`src/design/xoshiro256ss_bounded_rng_macros.svh`:
```
// ----------------------------------------------------------------------------
// xoshiro256** bounded generator assertion macros
// Shared property wrappers, clocked on clock and disabled during reset.
// ----------------------------------------------------------------------------
`ifndef XOSHIRO256SS_BOUNDED_RNG_MACROS_SVH
`define XOSHIRO256SS_BOUNDED_RNG_MACROS_SVH

// same-cycle implication
`define XSR_ASSERT_IMP(label, ante, cons) \
   label: assert property (@(posedge clock) disable iff (reset) (ante) |-> (cons)) \
      else $error("xsr same-cycle check failed");

// next-cycle implication
`define XSR_ASSERT_NXT(label, ante, cons) \
   label: assert property (@(posedge clock) disable iff (reset) (ante) |=> (cons)) \
      else $error("xsr next-cycle check failed");

`endif

```
`src/design/xsr_pkg.sv`:
```
// ----------------------------------------------------------------------------
// xsr_pkg
// Types and constants of the xoshiro256** bounded generator.
// ----------------------------------------------------------------------------
`default_nettype none

package xsr_pkg;

   localparam int unsigned WORD_W      = 64;
   localparam int unsigned HALF_W      = 32;
   localparam int unsigned STATE_WORDS = 4;
   localparam int unsigned QUEUE_DEPTH = 2;
   localparam int unsigned CSR_ADDR_W  = 4;
   localparam int unsigned DIV_STEPS   = HALF_W;

   localparam logic [WORD_W-1:0] MIX_GOLDEN   = 64'h9E37_79B9_7F4A_7C15;
   localparam logic [WORD_W-1:0] MIX_C1       = 64'hBF58_476D_1CE4_E5B9;
   localparam logic [WORD_W-1:0] MIX_C2       = 64'h94D0_49BB_1331_11EB;
   localparam logic [WORD_W-1:0] SEED_DEFAULT = 64'h1234_5678_ABCD_EF01;

   localparam logic [0:0] REG_SEED = 1'b0;

   localparam logic [1:0] KIND_RESEED  = 2'd0;
   localparam logic [1:0] KIND_RAW     = 2'd1;
   localparam logic [1:0] KIND_BOUNDED = 2'd2;
   localparam logic [1:0] KIND_UNUSED  = 2'd3;

   // splitmix64 sequencer phases
   localparam logic [3:0] PH_ADD   = 4'd0;
   localparam logic [3:0] PH_LL1   = 4'd1;
   localparam logic [3:0] PH_LH1   = 4'd2;
   localparam logic [3:0] PH_HL1   = 4'd3;
   localparam logic [3:0] PH_FOLD1 = 4'd4;
   localparam logic [3:0] PH_LL2   = 4'd5;
   localparam logic [3:0] PH_LH2   = 4'd6;
   localparam logic [3:0] PH_HL2   = 4'd7;
   localparam logic [3:0] PH_FOLD2 = 4'd8;

   localparam logic [4:0] DIV_LAST = 5'(DIV_STEPS - 1);
   localparam logic [1:0] WORD_LAST = 2'(STATE_WORDS - 1);

   typedef enum logic [1:0] {
      CMD_RESEED,
      CMD_RAW,
      CMD_BOUNDED,
      CMD_NONE
   } xsr_op_type;

   typedef struct packed {
      xsr_op_type        op;
      logic [HALF_W-1:0] bound;
   } xsr_cmd_type;

   typedef struct packed {
      logic empty;
      logic full;
   } xsr_qstat_type;

   typedef enum logic [6:0] {
      ST_IDLE   = 7'b0000001,
      ST_MIX    = 7'b0000010,
      ST_STEP   = 7'b0000100,
      ST_BSTEP  = 7'b0001000,
      ST_BMUL   = 7'b0010000,
      ST_BCHECK = 7'b0100000,
      ST_DIV    = 7'b1000000
   } xsr_state_type;

endpackage

`default_nettype wire

```
`src/design/xsr_front.sv`:
```
// ----------------------------------------------------------------------------
// xsr_front
// Request intake: classify each item and push it into the command queue.
// ----------------------------------------------------------------------------
`default_nettype none

module xsr_front
   import xsr_pkg::*;
(
   input  wire logic          req_valid,
   output logic               req_ready,
   input  wire logic [1:0]    req_kind,
   input  wire logic [31:0]   req_bound,
   input  wire xsr_qstat_type q_stat,
   output logic               q_push,
   output xsr_cmd_type        q_cmd
);

   xsr_op_type op;

   always_comb begin
      unique case (req_kind)
         KIND_RESEED:  op = CMD_RESEED;
         KIND_RAW:     op = CMD_RAW;
         KIND_BOUNDED: op = CMD_BOUNDED;
         default:      op = CMD_NONE;
      endcase
   end

   assign req_ready   = !q_stat.full;
   assign q_push      = req_valid && !q_stat.full;
   assign q_cmd.op    = op;
   assign q_cmd.bound = req_bound;

endmodule

`default_nettype wire

```
`src/design/xsr_queue.sv`:
```
// ----------------------------------------------------------------------------
// xsr_queue
// Short command queue between intake and generator engine.
// ----------------------------------------------------------------------------
`default_nettype none

module xsr_queue
   import xsr_pkg::*;
(
   input  wire logic        clock,
   input  wire logic        reset,
   input  wire logic        push,
   input  wire xsr_cmd_type push_cmd,
   input  wire logic        pop,
   output xsr_cmd_type      head_cmd,
   output xsr_qstat_type    stat
);

   localparam int unsigned PTR_W = (QUEUE_DEPTH > 1) ? $clog2(QUEUE_DEPTH) : 1;
   localparam int unsigned CNT_W = $clog2(QUEUE_DEPTH + 1);

   xsr_cmd_type      entry_ff [QUEUE_DEPTH];
   logic [PTR_W-1:0] wr_ptr_ff, wr_ptr_in;
   logic [PTR_W-1:0] rd_ptr_ff, rd_ptr_in;
   logic [CNT_W-1:0] count_ff, count_in;
   logic             do_push, do_pop;

   function automatic logic [PTR_W-1:0] ptr_next(input logic [PTR_W-1:0] p);
      logic [PTR_W-1:0] r;
      if (p == PTR_W'(QUEUE_DEPTH - 1)) begin
         r = '0;
      end else begin
         r = p + PTR_W'(1);
      end
      return r;
   endfunction

   assign stat.empty = (count_ff == '0);
   assign stat.full  = (count_ff == CNT_W'(QUEUE_DEPTH));
   assign do_push    = push && !stat.full;
   assign do_pop     = pop && !stat.empty;
   assign head_cmd   = entry_ff[rd_ptr_ff];

   always_comb begin
      wr_ptr_in = do_push ? ptr_next(wr_ptr_ff) : wr_ptr_ff;
      rd_ptr_in = do_pop  ? ptr_next(rd_ptr_ff) : rd_ptr_ff;
      count_in  = count_ff;
      if (do_push && !do_pop) begin
         count_in = count_ff + CNT_W'(1);
      end else if (do_pop && !do_push) begin
         count_in = count_ff - CNT_W'(1);
      end
   end

   always_ff @(posedge clock) begin
      if (reset) begin
         wr_ptr_ff <= '0;
         rd_ptr_ff <= '0;
         count_ff  <= '0;
      end else begin
         wr_ptr_ff <= wr_ptr_in;
         rd_ptr_ff <= rd_ptr_in;
         count_ff  <= count_in;
      end
   end

   always_ff @(posedge clock) begin
      if (do_push) begin
         entry_ff[wr_ptr_ff] <= push_cmd;
      end
   end

endmodule

`default_nettype wire

```
`src/design/xsr_engine.sv`:
```
// ----------------------------------------------------------------------------
// xsr_engine
// Generator engine: state words, splitmix64 fill, xoshiro256** step,
// Lemire bounded draw with shared 32x32 multiplier and serial threshold divider.
// ----------------------------------------------------------------------------
`default_nettype none

module xsr_engine
   import xsr_pkg::*;
(
   input  wire logic              clock,
   input  wire logic              reset,
   input  wire logic              cmd_valid,
   input  wire xsr_cmd_type       cmd,
   output logic                   cmd_pop,
   input  wire logic [WORD_W-1:0] seed_value,
   output logic                   rsp_valid,
   input  wire logic              rsp_ready,
   output logic [WORD_W-1:0]      rsp_value
);

   xsr_state_type     state_ff, state_in;
   logic [WORD_W-1:0] s_ff [STATE_WORDS];
   logic [WORD_W-1:0] s_in [STATE_WORDS];
   logic [WORD_W-1:0] step_s [STATE_WORDS];
   logic [WORD_W-1:0] acc_ff, acc_in;
   logic [WORD_W-1:0] op_ff, op_in;
   logic [WORD_W-1:0] mul_ff, mul_in;
   logic [WORD_W-1:0] sum_ff, sum_in;
   logic [3:0]        ph_ff, ph_in;
   logic [1:0]        word_ff, word_in;
   logic              reseed_rsp_ff, reseed_rsp_in;
   logic [HALF_W-1:0] bound_ff, bound_in;
   logic [HALF_W-1:0] x_ff, x_in;
   logic [HALF_W-1:0] thr_ff, thr_in;
   logic              thr_valid_ff, thr_valid_in;
   logic [HALF_W-1:0] rem_ff, rem_in;
   logic [HALF_W-1:0] dvd_ff, dvd_in;
   logic [4:0]        div_cnt_ff, div_cnt_in;
   logic              rsp_valid_ff, rsp_valid_in;
   logic [WORD_W-1:0] rsp_value_ff, rsp_value_in;

   logic              out_free;
   logic [HALF_W-1:0] mul_a, mul_b;
   logic              mul_en;
   logic [WORD_W-1:0] mul_prod;
   logic [WORD_W-1:0] mix_const;
   logic [WORD_W-1:0] acc_add;
   logic [WORD_W-1:0] mix_z;
   logic [WORD_W-1:0] s1x5, s1rot, step_res, t17, n2, n3;
   logic [HALF_W:0]   rem_shift;
   logic [HALF_W-1:0] rem_new;
   logic [HALF_W-1:0] low;

   assign out_free  = !rsp_valid_ff || rsp_ready;
   assign rsp_valid = rsp_valid_ff;
   assign rsp_value = rsp_value_ff;

   // xoshiro256** step
   assign s1x5      = s_ff[1] + {s_ff[1][WORD_W-3:0], 2'b00};
   assign s1rot     = {s1x5[WORD_W-8:0], s1x5[WORD_W-1:WORD_W-7]};
   assign step_res  = s1rot + {s1rot[WORD_W-4:0], 3'b000};
   assign t17       = {s_ff[1][WORD_W-18:0], 17'b0};
   assign n2        = s_ff[2] ^ s_ff[0];
   assign n3        = s_ff[3] ^ s_ff[1];
   assign step_s[0] = s_ff[0] ^ n3;
   assign step_s[1] = s_ff[1] ^ n2;
   assign step_s[2] = n2 ^ t17;
   assign step_s[3] = {n3[18:0], n3[WORD_W-1:19]};

   // splitmix64 helpers
   assign mix_const = (ph_ff < PH_LL2) ? MIX_C1 : MIX_C2;
   assign acc_add   = acc_ff + MIX_GOLDEN;
   assign mix_z     = sum_ff + {mul_ff[HALF_W-1:0], {HALF_W{1'b0}}};

   // threshold divider
   assign rem_shift = {rem_ff, dvd_ff[HALF_W-1]};
   assign rem_new   = (rem_shift >= {1'b0, bound_ff}) ?
                      HALF_W'(rem_shift - {1'b0, bound_ff}) : rem_shift[HALF_W-1:0];

   assign low      = mul_ff[HALF_W-1:0];
   assign mul_prod = WORD_W'(mul_a) * WORD_W'(mul_b);

   always_comb begin
      mul_a = x_ff;
      mul_b = bound_ff;
      mul_en = 1'b0;
      if (state_ff == ST_MIX) begin
         case (ph_ff) inside
            PH_LL1, PH_LL2: begin
               mul_a  = op_ff[HALF_W-1:0];
               mul_b  = mix_const[HALF_W-1:0];
               mul_en = 1'b1;
            end
            PH_LH1, PH_LH2: begin
               mul_a  = op_ff[HALF_W-1:0];
               mul_b  = mix_const[WORD_W-1:HALF_W];
               mul_en = 1'b1;
            end
            PH_HL1, PH_HL2: begin
               mul_a  = op_ff[WORD_W-1:HALF_W];
               mul_b  = mix_const[HALF_W-1:0];
               mul_en = 1'b1;
            end
            default: begin
               mul_en = 1'b0;
            end
         endcase
      end else if (state_ff == ST_BMUL) begin
         mul_en = 1'b1;
      end
   end

   always_comb begin
      state_in      = state_ff;
      s_in          = s_ff;
      acc_in        = acc_ff;
      op_in         = op_ff;
      mul_in        = mul_en ? mul_prod : mul_ff;
      sum_in        = sum_ff;
      ph_in         = ph_ff;
      word_in       = word_ff;
      reseed_rsp_in = reseed_rsp_ff;
      bound_in      = bound_ff;
      x_in          = x_ff;
      thr_in        = thr_ff;
      thr_valid_in  = thr_valid_ff;
      rem_in        = rem_ff;
      dvd_in        = dvd_ff;
      div_cnt_in    = div_cnt_ff;
      rsp_valid_in  = rsp_valid_ff && !rsp_ready;
      rsp_value_in  = rsp_value_ff;
      cmd_pop       = 1'b0;

      unique case (state_ff)
         ST_IDLE: begin
            if (cmd_valid && out_free) begin
               cmd_pop = 1'b1;
               unique case (cmd.op)
                  CMD_RESEED: begin
                     acc_in        = (seed_value == '0) ? SEED_DEFAULT : seed_value;
                     ph_in         = PH_ADD;
                     word_in       = '0;
                     reseed_rsp_in = 1'b1;
                     state_in      = ST_MIX;
                  end
                  CMD_RAW: begin
                     state_in = ST_STEP;
                  end
                  CMD_BOUNDED: begin
                     bound_in     = cmd.bound;
                     thr_valid_in = 1'b0;
                     state_in     = ST_BSTEP;
                  end
                  default: begin
                     rsp_valid_in = 1'b1;
                     rsp_value_in = '0;
                  end
               endcase
            end
         end
         ST_MIX: begin
            ph_in = ph_ff + 4'd1;
            case (ph_ff) inside
               PH_ADD: begin
                  acc_in = acc_add;
                  op_in  = acc_add ^ (acc_add >> 30);
               end
               PH_LH1, PH_LH2: begin
                  sum_in = mul_ff;
               end
               PH_HL1, PH_HL2: begin
                  sum_in = mix_z;
               end
               PH_FOLD1: begin
                  op_in = mix_z ^ (mix_z >> 27);
               end
               PH_FOLD2: begin
                  s_in[word_ff] = mix_z ^ (mix_z >> 31);
                  ph_in         = PH_ADD;
                  word_in       = word_ff + 2'd1;
                  if (word_ff == WORD_LAST) begin
                     state_in = ST_IDLE;
                     if (reseed_rsp_ff) begin
                        rsp_valid_in  = 1'b1;
                        rsp_value_in  = '0;
                        reseed_rsp_in = 1'b0;
                     end
                  end
               end
               default: begin
                  sum_in = sum_ff;
               end
            endcase
         end
         ST_STEP: begin
            s_in         = step_s;
            rsp_valid_in = 1'b1;
            rsp_value_in = step_res;
            state_in     = ST_IDLE;
         end
         ST_BSTEP: begin
            s_in     = step_s;
            x_in     = step_res[HALF_W-1:0];
            state_in = ST_BMUL;
         end
         ST_BMUL: begin
            state_in = ST_BCHECK;
         end
         ST_BCHECK: begin
            if (thr_valid_ff ? (low < thr_ff) : 1'b0) begin
               state_in = ST_BSTEP;
            end else if (!thr_valid_ff && (low < bound_ff)) begin
               rem_in     = '0;
               dvd_in     = HALF_W'(0) - bound_ff;
               div_cnt_in = '0;
               state_in   = ST_DIV;
            end else begin
               rsp_valid_in = 1'b1;
               rsp_value_in = {{HALF_W{1'b0}}, mul_ff[WORD_W-1:HALF_W]};
               state_in     = ST_IDLE;
            end
         end
         ST_DIV: begin
            rem_in     = rem_new;
            dvd_in     = {dvd_ff[HALF_W-2:0], 1'b0};
            div_cnt_in = div_cnt_ff + 5'd1;
            if (div_cnt_ff == DIV_LAST) begin
               thr_in       = rem_new;
               thr_valid_in = 1'b1;
               state_in     = ST_BCHECK;
            end
         end
         default: begin
            state_in = ST_IDLE;
         end
      endcase
   end

   always_ff @(posedge clock) begin
      if (reset) begin
         state_ff      <= ST_MIX;
         acc_ff        <= SEED_DEFAULT;
         ph_ff         <= PH_ADD;
         word_ff       <= '0;
         reseed_rsp_ff <= 1'b0;
         thr_valid_ff  <= 1'b0;
         div_cnt_ff    <= '0;
         rsp_valid_ff  <= 1'b0;
      end else begin
         state_ff      <= state_in;
         acc_ff        <= acc_in;
         ph_ff         <= ph_in;
         word_ff       <= word_in;
         reseed_rsp_ff <= reseed_rsp_in;
         thr_valid_ff  <= thr_valid_in;
         div_cnt_ff    <= div_cnt_in;
         rsp_valid_ff  <= rsp_valid_in;
      end
   end

   always_ff @(posedge clock) begin
      s_ff         <= s_in;
      op_ff        <= op_in;
      mul_ff       <= mul_in;
      sum_ff       <= sum_in;
      bound_ff     <= bound_in;
      x_ff         <= x_in;
      thr_ff       <= thr_in;
      rem_ff       <= rem_in;
      dvd_ff       <= dvd_in;
      rsp_value_ff <= rsp_value_in;
   end

endmodule

`default_nettype wire

```
`src/design/xoshiro256ss_bounded_rng.sv`:
```
// ----------------------------------------------------------------------------
// xoshiro256ss_bounded_rng
// xoshiro256** generator with reseed, raw and bounded (Lemire) draws.
//
// Usage:
//   req_* carries one item (req_kind, req_bound) on a valid/ready handshake;
//   rsp_* returns exactly one rsp_value per item, in order.
//   csr_* is an APB-style port holding the 64-bit seed register at addresses 0-7;
//   writing it does not reseed, a reseed item does.
//   Items pass a two-entry queue into the engine, which takes one at a time.
//   Engine work per item: raw takes one xoshiro256** step; an unused kind returns 0;
//   bounded steps, multiplies and checks, redrawing on a rejected draw, and derives
//   the threshold once when needed (one bit per cycle in the remainder unit); reseed
//   fills four splitmix64 words on the shared 32x32 multiplier.
//   Reset starts a state fill from the default seed; items are queued
//   meanwhile and served after it.
//   A stalled rsp_ready holds the result in the output register; the engine
//   waits with its next item while that register is occupied, and the queue
//   keeps taking items until full.
// ----------------------------------------------------------------------------
`default_nettype none

`include "xoshiro256ss_bounded_rng_macros.svh"

module xoshiro256ss_bounded_rng
   import xsr_pkg::*;
(
   input  wire logic                  clock,
   input  wire logic                  reset,
   input  wire logic                  req_valid,
   output logic                       req_ready,
   input  wire logic [1:0]            req_kind,
   input  wire logic [31:0]           req_bound,
   output logic                       rsp_valid,
   input  wire logic                  rsp_ready,
   output logic [63:0]                rsp_value,
   input  wire logic                  csr_psel,
   input  wire logic                  csr_penable,
   input  wire logic                  csr_pwrite,
   input  wire logic [CSR_ADDR_W-1:0] csr_paddr,
   input  wire logic [63:0]           csr_pwdata,
   output logic [63:0]                csr_prdata,
   output logic                       csr_pready
);

   logic [WORD_W-1:0] seed_ff, seed_in;
   logic              csr_write;
   logic              seed_sel;
   xsr_qstat_type     q_stat;
   xsr_cmd_type       push_cmd, head_cmd;
   logic              q_push, q_pop;

   assign csr_pready = 1'b1;
   assign seed_sel   = (csr_paddr[CSR_ADDR_W-1] == REG_SEED);
   assign csr_write  = csr_psel && csr_penable && csr_pwrite && csr_pready;
   assign seed_in    = (csr_write && seed_sel) ? csr_pwdata : seed_ff;
   assign csr_prdata = seed_sel ? seed_ff : '0;

   always_ff @(posedge clock) begin
      if (reset) begin
         seed_ff <= '0;
      end else begin
         seed_ff <= seed_in;
      end
   end

   xsr_front u_front (
      .req_valid (req_valid),
      .req_ready (req_ready),
      .req_kind  (req_kind),
      .req_bound (req_bound),
      .q_stat    (q_stat),
      .q_push    (q_push),
      .q_cmd     (push_cmd)
   );

   xsr_queue u_queue (
      .clock    (clock),
      .reset    (reset),
      .push     (q_push),
      .push_cmd (push_cmd),
      .pop      (q_pop),
      .head_cmd (head_cmd),
      .stat     (q_stat)
   );

   xsr_engine u_engine (
      .clock      (clock),
      .reset      (reset),
      .cmd_valid  (!q_stat.empty),
      .cmd        (head_cmd),
      .cmd_pop    (q_pop),
      .seed_value (seed_ff),
      .rsp_valid  (rsp_valid),
      .rsp_ready  (rsp_ready),
      .rsp_value  (rsp_value)
   );

   `XSR_ASSERT_IMP(a_no_push_when_full, q_stat.full, !q_push)
   `XSR_ASSERT_IMP(a_pop_only_when_free, q_pop, !q_stat.empty && (!rsp_valid || rsp_ready))
   `XSR_ASSERT_NXT(a_push_leaves_entry, q_push, !q_stat.empty)

endmodule

`default_nettype wire
```
`config.mk`:
```
export PLATFORM = sky130hd
export DESIGN_NAME = xoshiro256ss_bounded_rng
export DESIGN_NICKNAME = d
export VERILOG_FILES = /design/src/design/xsr_pkg.sv /design/src/design/xsr_front.sv /design/src/design/xsr_queue.sv /design/src/design/xsr_engine.sv /design/src/design/xoshiro256ss_bounded_rng.sv
export VERILOG_INCLUDE_DIRS = /design/src /design/src/design
export SDC_FILE = /design/constraint.sdc
export NUM_CORES = 2
export LEC_CHECK = 0
export ABC_AREA = 1
export CORE_ASPECT_RATIO = 2
export CORE_MARGIN = 2
export CORE_UTILIZATION = 55
export DETAILED_ROUTE_END_ITERATION = 12
export DONT_BUFFER_PORTS = 1
export PLACE_DENSITY = 0.7
export SYNTH_ARGS = -nofsm -noshare
export SYNTH_HDL_FRONTEND = slang
export SYNTH_SLANG_ARGS = --single-unit
```
`constraint.sdc`:
```
create_clock -name clock -period 9 [get_ports clock]
set_clock_uncertainty 0.05 [all_clocks]
set_input_delay 2.25 -clock clock [delete_from_list [all_inputs] [get_ports clock]]
set_output_delay 2.25 -clock clock [all_outputs]
set_load 0.03 [all_outputs]
```
==> qor.yml <==
outcome: "completed"
setup_violations: 0
globalRouteMet3Util_pct: 10.72
avgRoutedWirePerCell_um: 29.70
regArea_mm2: 0.02531
ys_seq_area_share_pct: 27.97
layout.cells.non_filler: 13350
final_max_slew_viol_count: 0
synth_nets: 12520
clock_sinks: 894
rows: 210
synth_warnings: 0
drt-pass1-iter-count: 9
clk_pin_slew_worst_paths_ns: 0.07
insertion_delay_ns: 0.73
worstPathArrival_ns: 9.39
timing.final.ws_setup_ns: 0.1020
async_flop_share_pct: 0
grt_max_degree: 107
worst-path-buf-inv: 10
cts_root_buffer: "clkbuf_16"
drc: 0
cts_buffers: 83
drt_wl_total_um: 396500
area_growth_pct: 9.158
slowest_delay_ns: 0.59
tightest_slew_ns: 1.400
dp_slack_ns: -0.5116
core_area_mm2: 0.1634
whs_path_depth: 2
antenna_found_initial: 33
io_buffers: 0
synth-edff-count: 740
htree_levels: 3
layout_min_cycle_time_ns: 8.898
pin_count: 240
critPathLaunchType: "flip-flop"
ys_ff_latch: 894
cp_slowest_cell: "fa_1"
dp.cells: 13160
die_w_um: 290.8
final_cell_mix: "2015 x nand2_1, 1833 x inv_1, 1290 x nor2_1, 890 x fa_1, 740 x edfxtp_1"
gr-max-usage-layer: "met2"
syn_area_mm2: 0.09048
synthFlopType: "edfxtp_1"
cts_tree: "done"
drt_iter0_drc: 8078
grt_usage_pct: 47.00
synthCells: 10980
cp-end-kind: "flip-flop"
fillers: 14390
hold_path_class: "reg -> reg"
required_ns: 9.49
timing.critical_path.mode_cell: "fa_1"
grt_pass1_wl_um: 563900
fin_crit_sh_pct: 98.87
path_max_fanout: 27
die-area_mm2: 0.1680
worst_path_dominant_cell_family: "adder cells"
grt_pass1_vias: 85250
drv_cap: 0
hpwl_um: 322600
crit_cells: 34
hold_buffers: 0
rr_worst_depth: 34
criticalPathCategory: "reg -> reg"
synth_cell_types: 74
multi_input_area_mm2: 0.05695
use_met1_pct: 43.80
clockBufferDepth: 3
start_util_pct: 55.36
grt_use_met2_pct: 78.71
fmax_mhz: 112.4
final_common_cell: "nand2_1"
via_per_inst: 6.199
timing.slew.headroom_pct: 6.023
hold_viol: 0
drive_above_1_share_pct: 7.707
antenna_left: 0
syn_avg_cell_area_um2: 8.239
routed-via-count: 82770
final_net_count: 12680
die_y_um: 577.6
gp_congestion: 1.109
grt_overflow: 0
state kept, by name, indices dropped and copies added, names as in the netlist, 4 cells and up, named ones only:
name and flops:
seed_ff 64, u_engine.acc_ff 64, u_engine.bound_ff 32, u_engine.div_cnt_ff 5, u_engine.dvd_ff 32, u_engine.mul_ff 64
u_engine.op_ff 64, u_engine.ph_ff 4, u_engine.rem_ff 32, u_engine.rsp_value 64, u_engine.s_ff 256, u_engine.state_ff 7
u_engine.sum_ff 64, u_engine.thr_ff 32, u_engine.x_ff 32, u_queue.entry_ff 68
worst paths after layout:
kind	start	to	slack, ns
setup / recovery	u_engine.ph_ff[1]$_SDFFE_PP0P_	u_engine.mul_ff[63]$_DFFE_PP_	0.10
hold / removal	u_queue.rd_ptr_ff$_SDFFE_PP0P_	u_queue.rd_ptr_ff$_SDFFE_PP0P_	0.43
setup reg to reg	u_engine.ph_ff[1]$_SDFFE_PP0P_	u_engine.mul_ff[63]$_DFFE_PP_	0.10
hold reg to reg	u_queue.rd_ptr_ff$_SDFFE_PP0P_	u_queue.rd_ptr_ff$_SDFFE_PP0P_	0.43
kinds of logic after synthesis:
group / synth area share [%]
adder cells (fa/ha/maj): 27.20
multiplexers: 0.4093
flip-flops: 27.97
other: 0.004144
AO/OA/AOI/OAI: 10.97
buffers and inverters: 9.695
XOR/XNOR: 5.252
AND/OR/NAND/NOR: 18.50
tightest hold or removal path: stages, from the launching register on:
cell,delay [ns]
dfxtp_1,0.30
inv_1,0.07
a21oi_1,0.06
Yosys cell counts, types with 178 or more instances:
library cell / count / area (um2)
xnor2_1: 198 / 1734
ha_1: 527 / 6594
nor2_1: 1312 / 4925
inv_1: 1842 / 6914
buf_2: 181 / 905.9
a21oi_1: 666 / 3333
edfxtp_1: 740 / 22220
xor2_1: 339 / 2969
o22ai_1: 178 / 1114
o21ai_0: 553 / 2768
fa_1: 900 / 18020
nand3_1: 451 / 2257
nand2_1: 2021 / 7586
metal layers:
| metal | vias up | wire length, um | share of wire (%) |
|---|---|---|---|
| li1 | 35570 | - | - |
| met1 | 39800 | 115200 | 29 |
| met2 | 5157 | 187600 | 47 |
| met3 | 2231 | 33790 | 8.5 |
| met4 | 12 | 59850 | 15 |
| met5 | - | 84 | 0.021 |
timing repair:
action / in CTS / in global routing
setup endpoints to repair: 38 / 45
resized for setup: 27 / 107
pin swaps: 1 / 8
buffers inserted: 2 / 16
through the flow:
stage	util (%)	instance area [um2]	hold WS, ns	setup TNS, ns
finish	60.43	98770	0.4338	0
floorplan	-	90480	0.3891	0
global route	60.41	98740	0.4553	-0.08337
CTS	60.09	98200	0.4256	0
global placement	58.37	95390	0.4004	-7.282
detailed placement	58.37	95390	0.4066	-11.13
cell type report:
cell class,count,area share (%)
Tap cell,2120,2.686
Multi-Input combinational cell,7839,57.66
Antenna cell,22,0.05574
Clock inverter,48,0.4788
Clock buffer,104,2.256
Sequential cell,894,25.62
Timing Repair Buffer,431,4.003
Inverter,1894,7.237
Power is left out: the tool's default activity adds up to more than one toggle a clock period on the data nets, which glitch-free logic cannot reach.
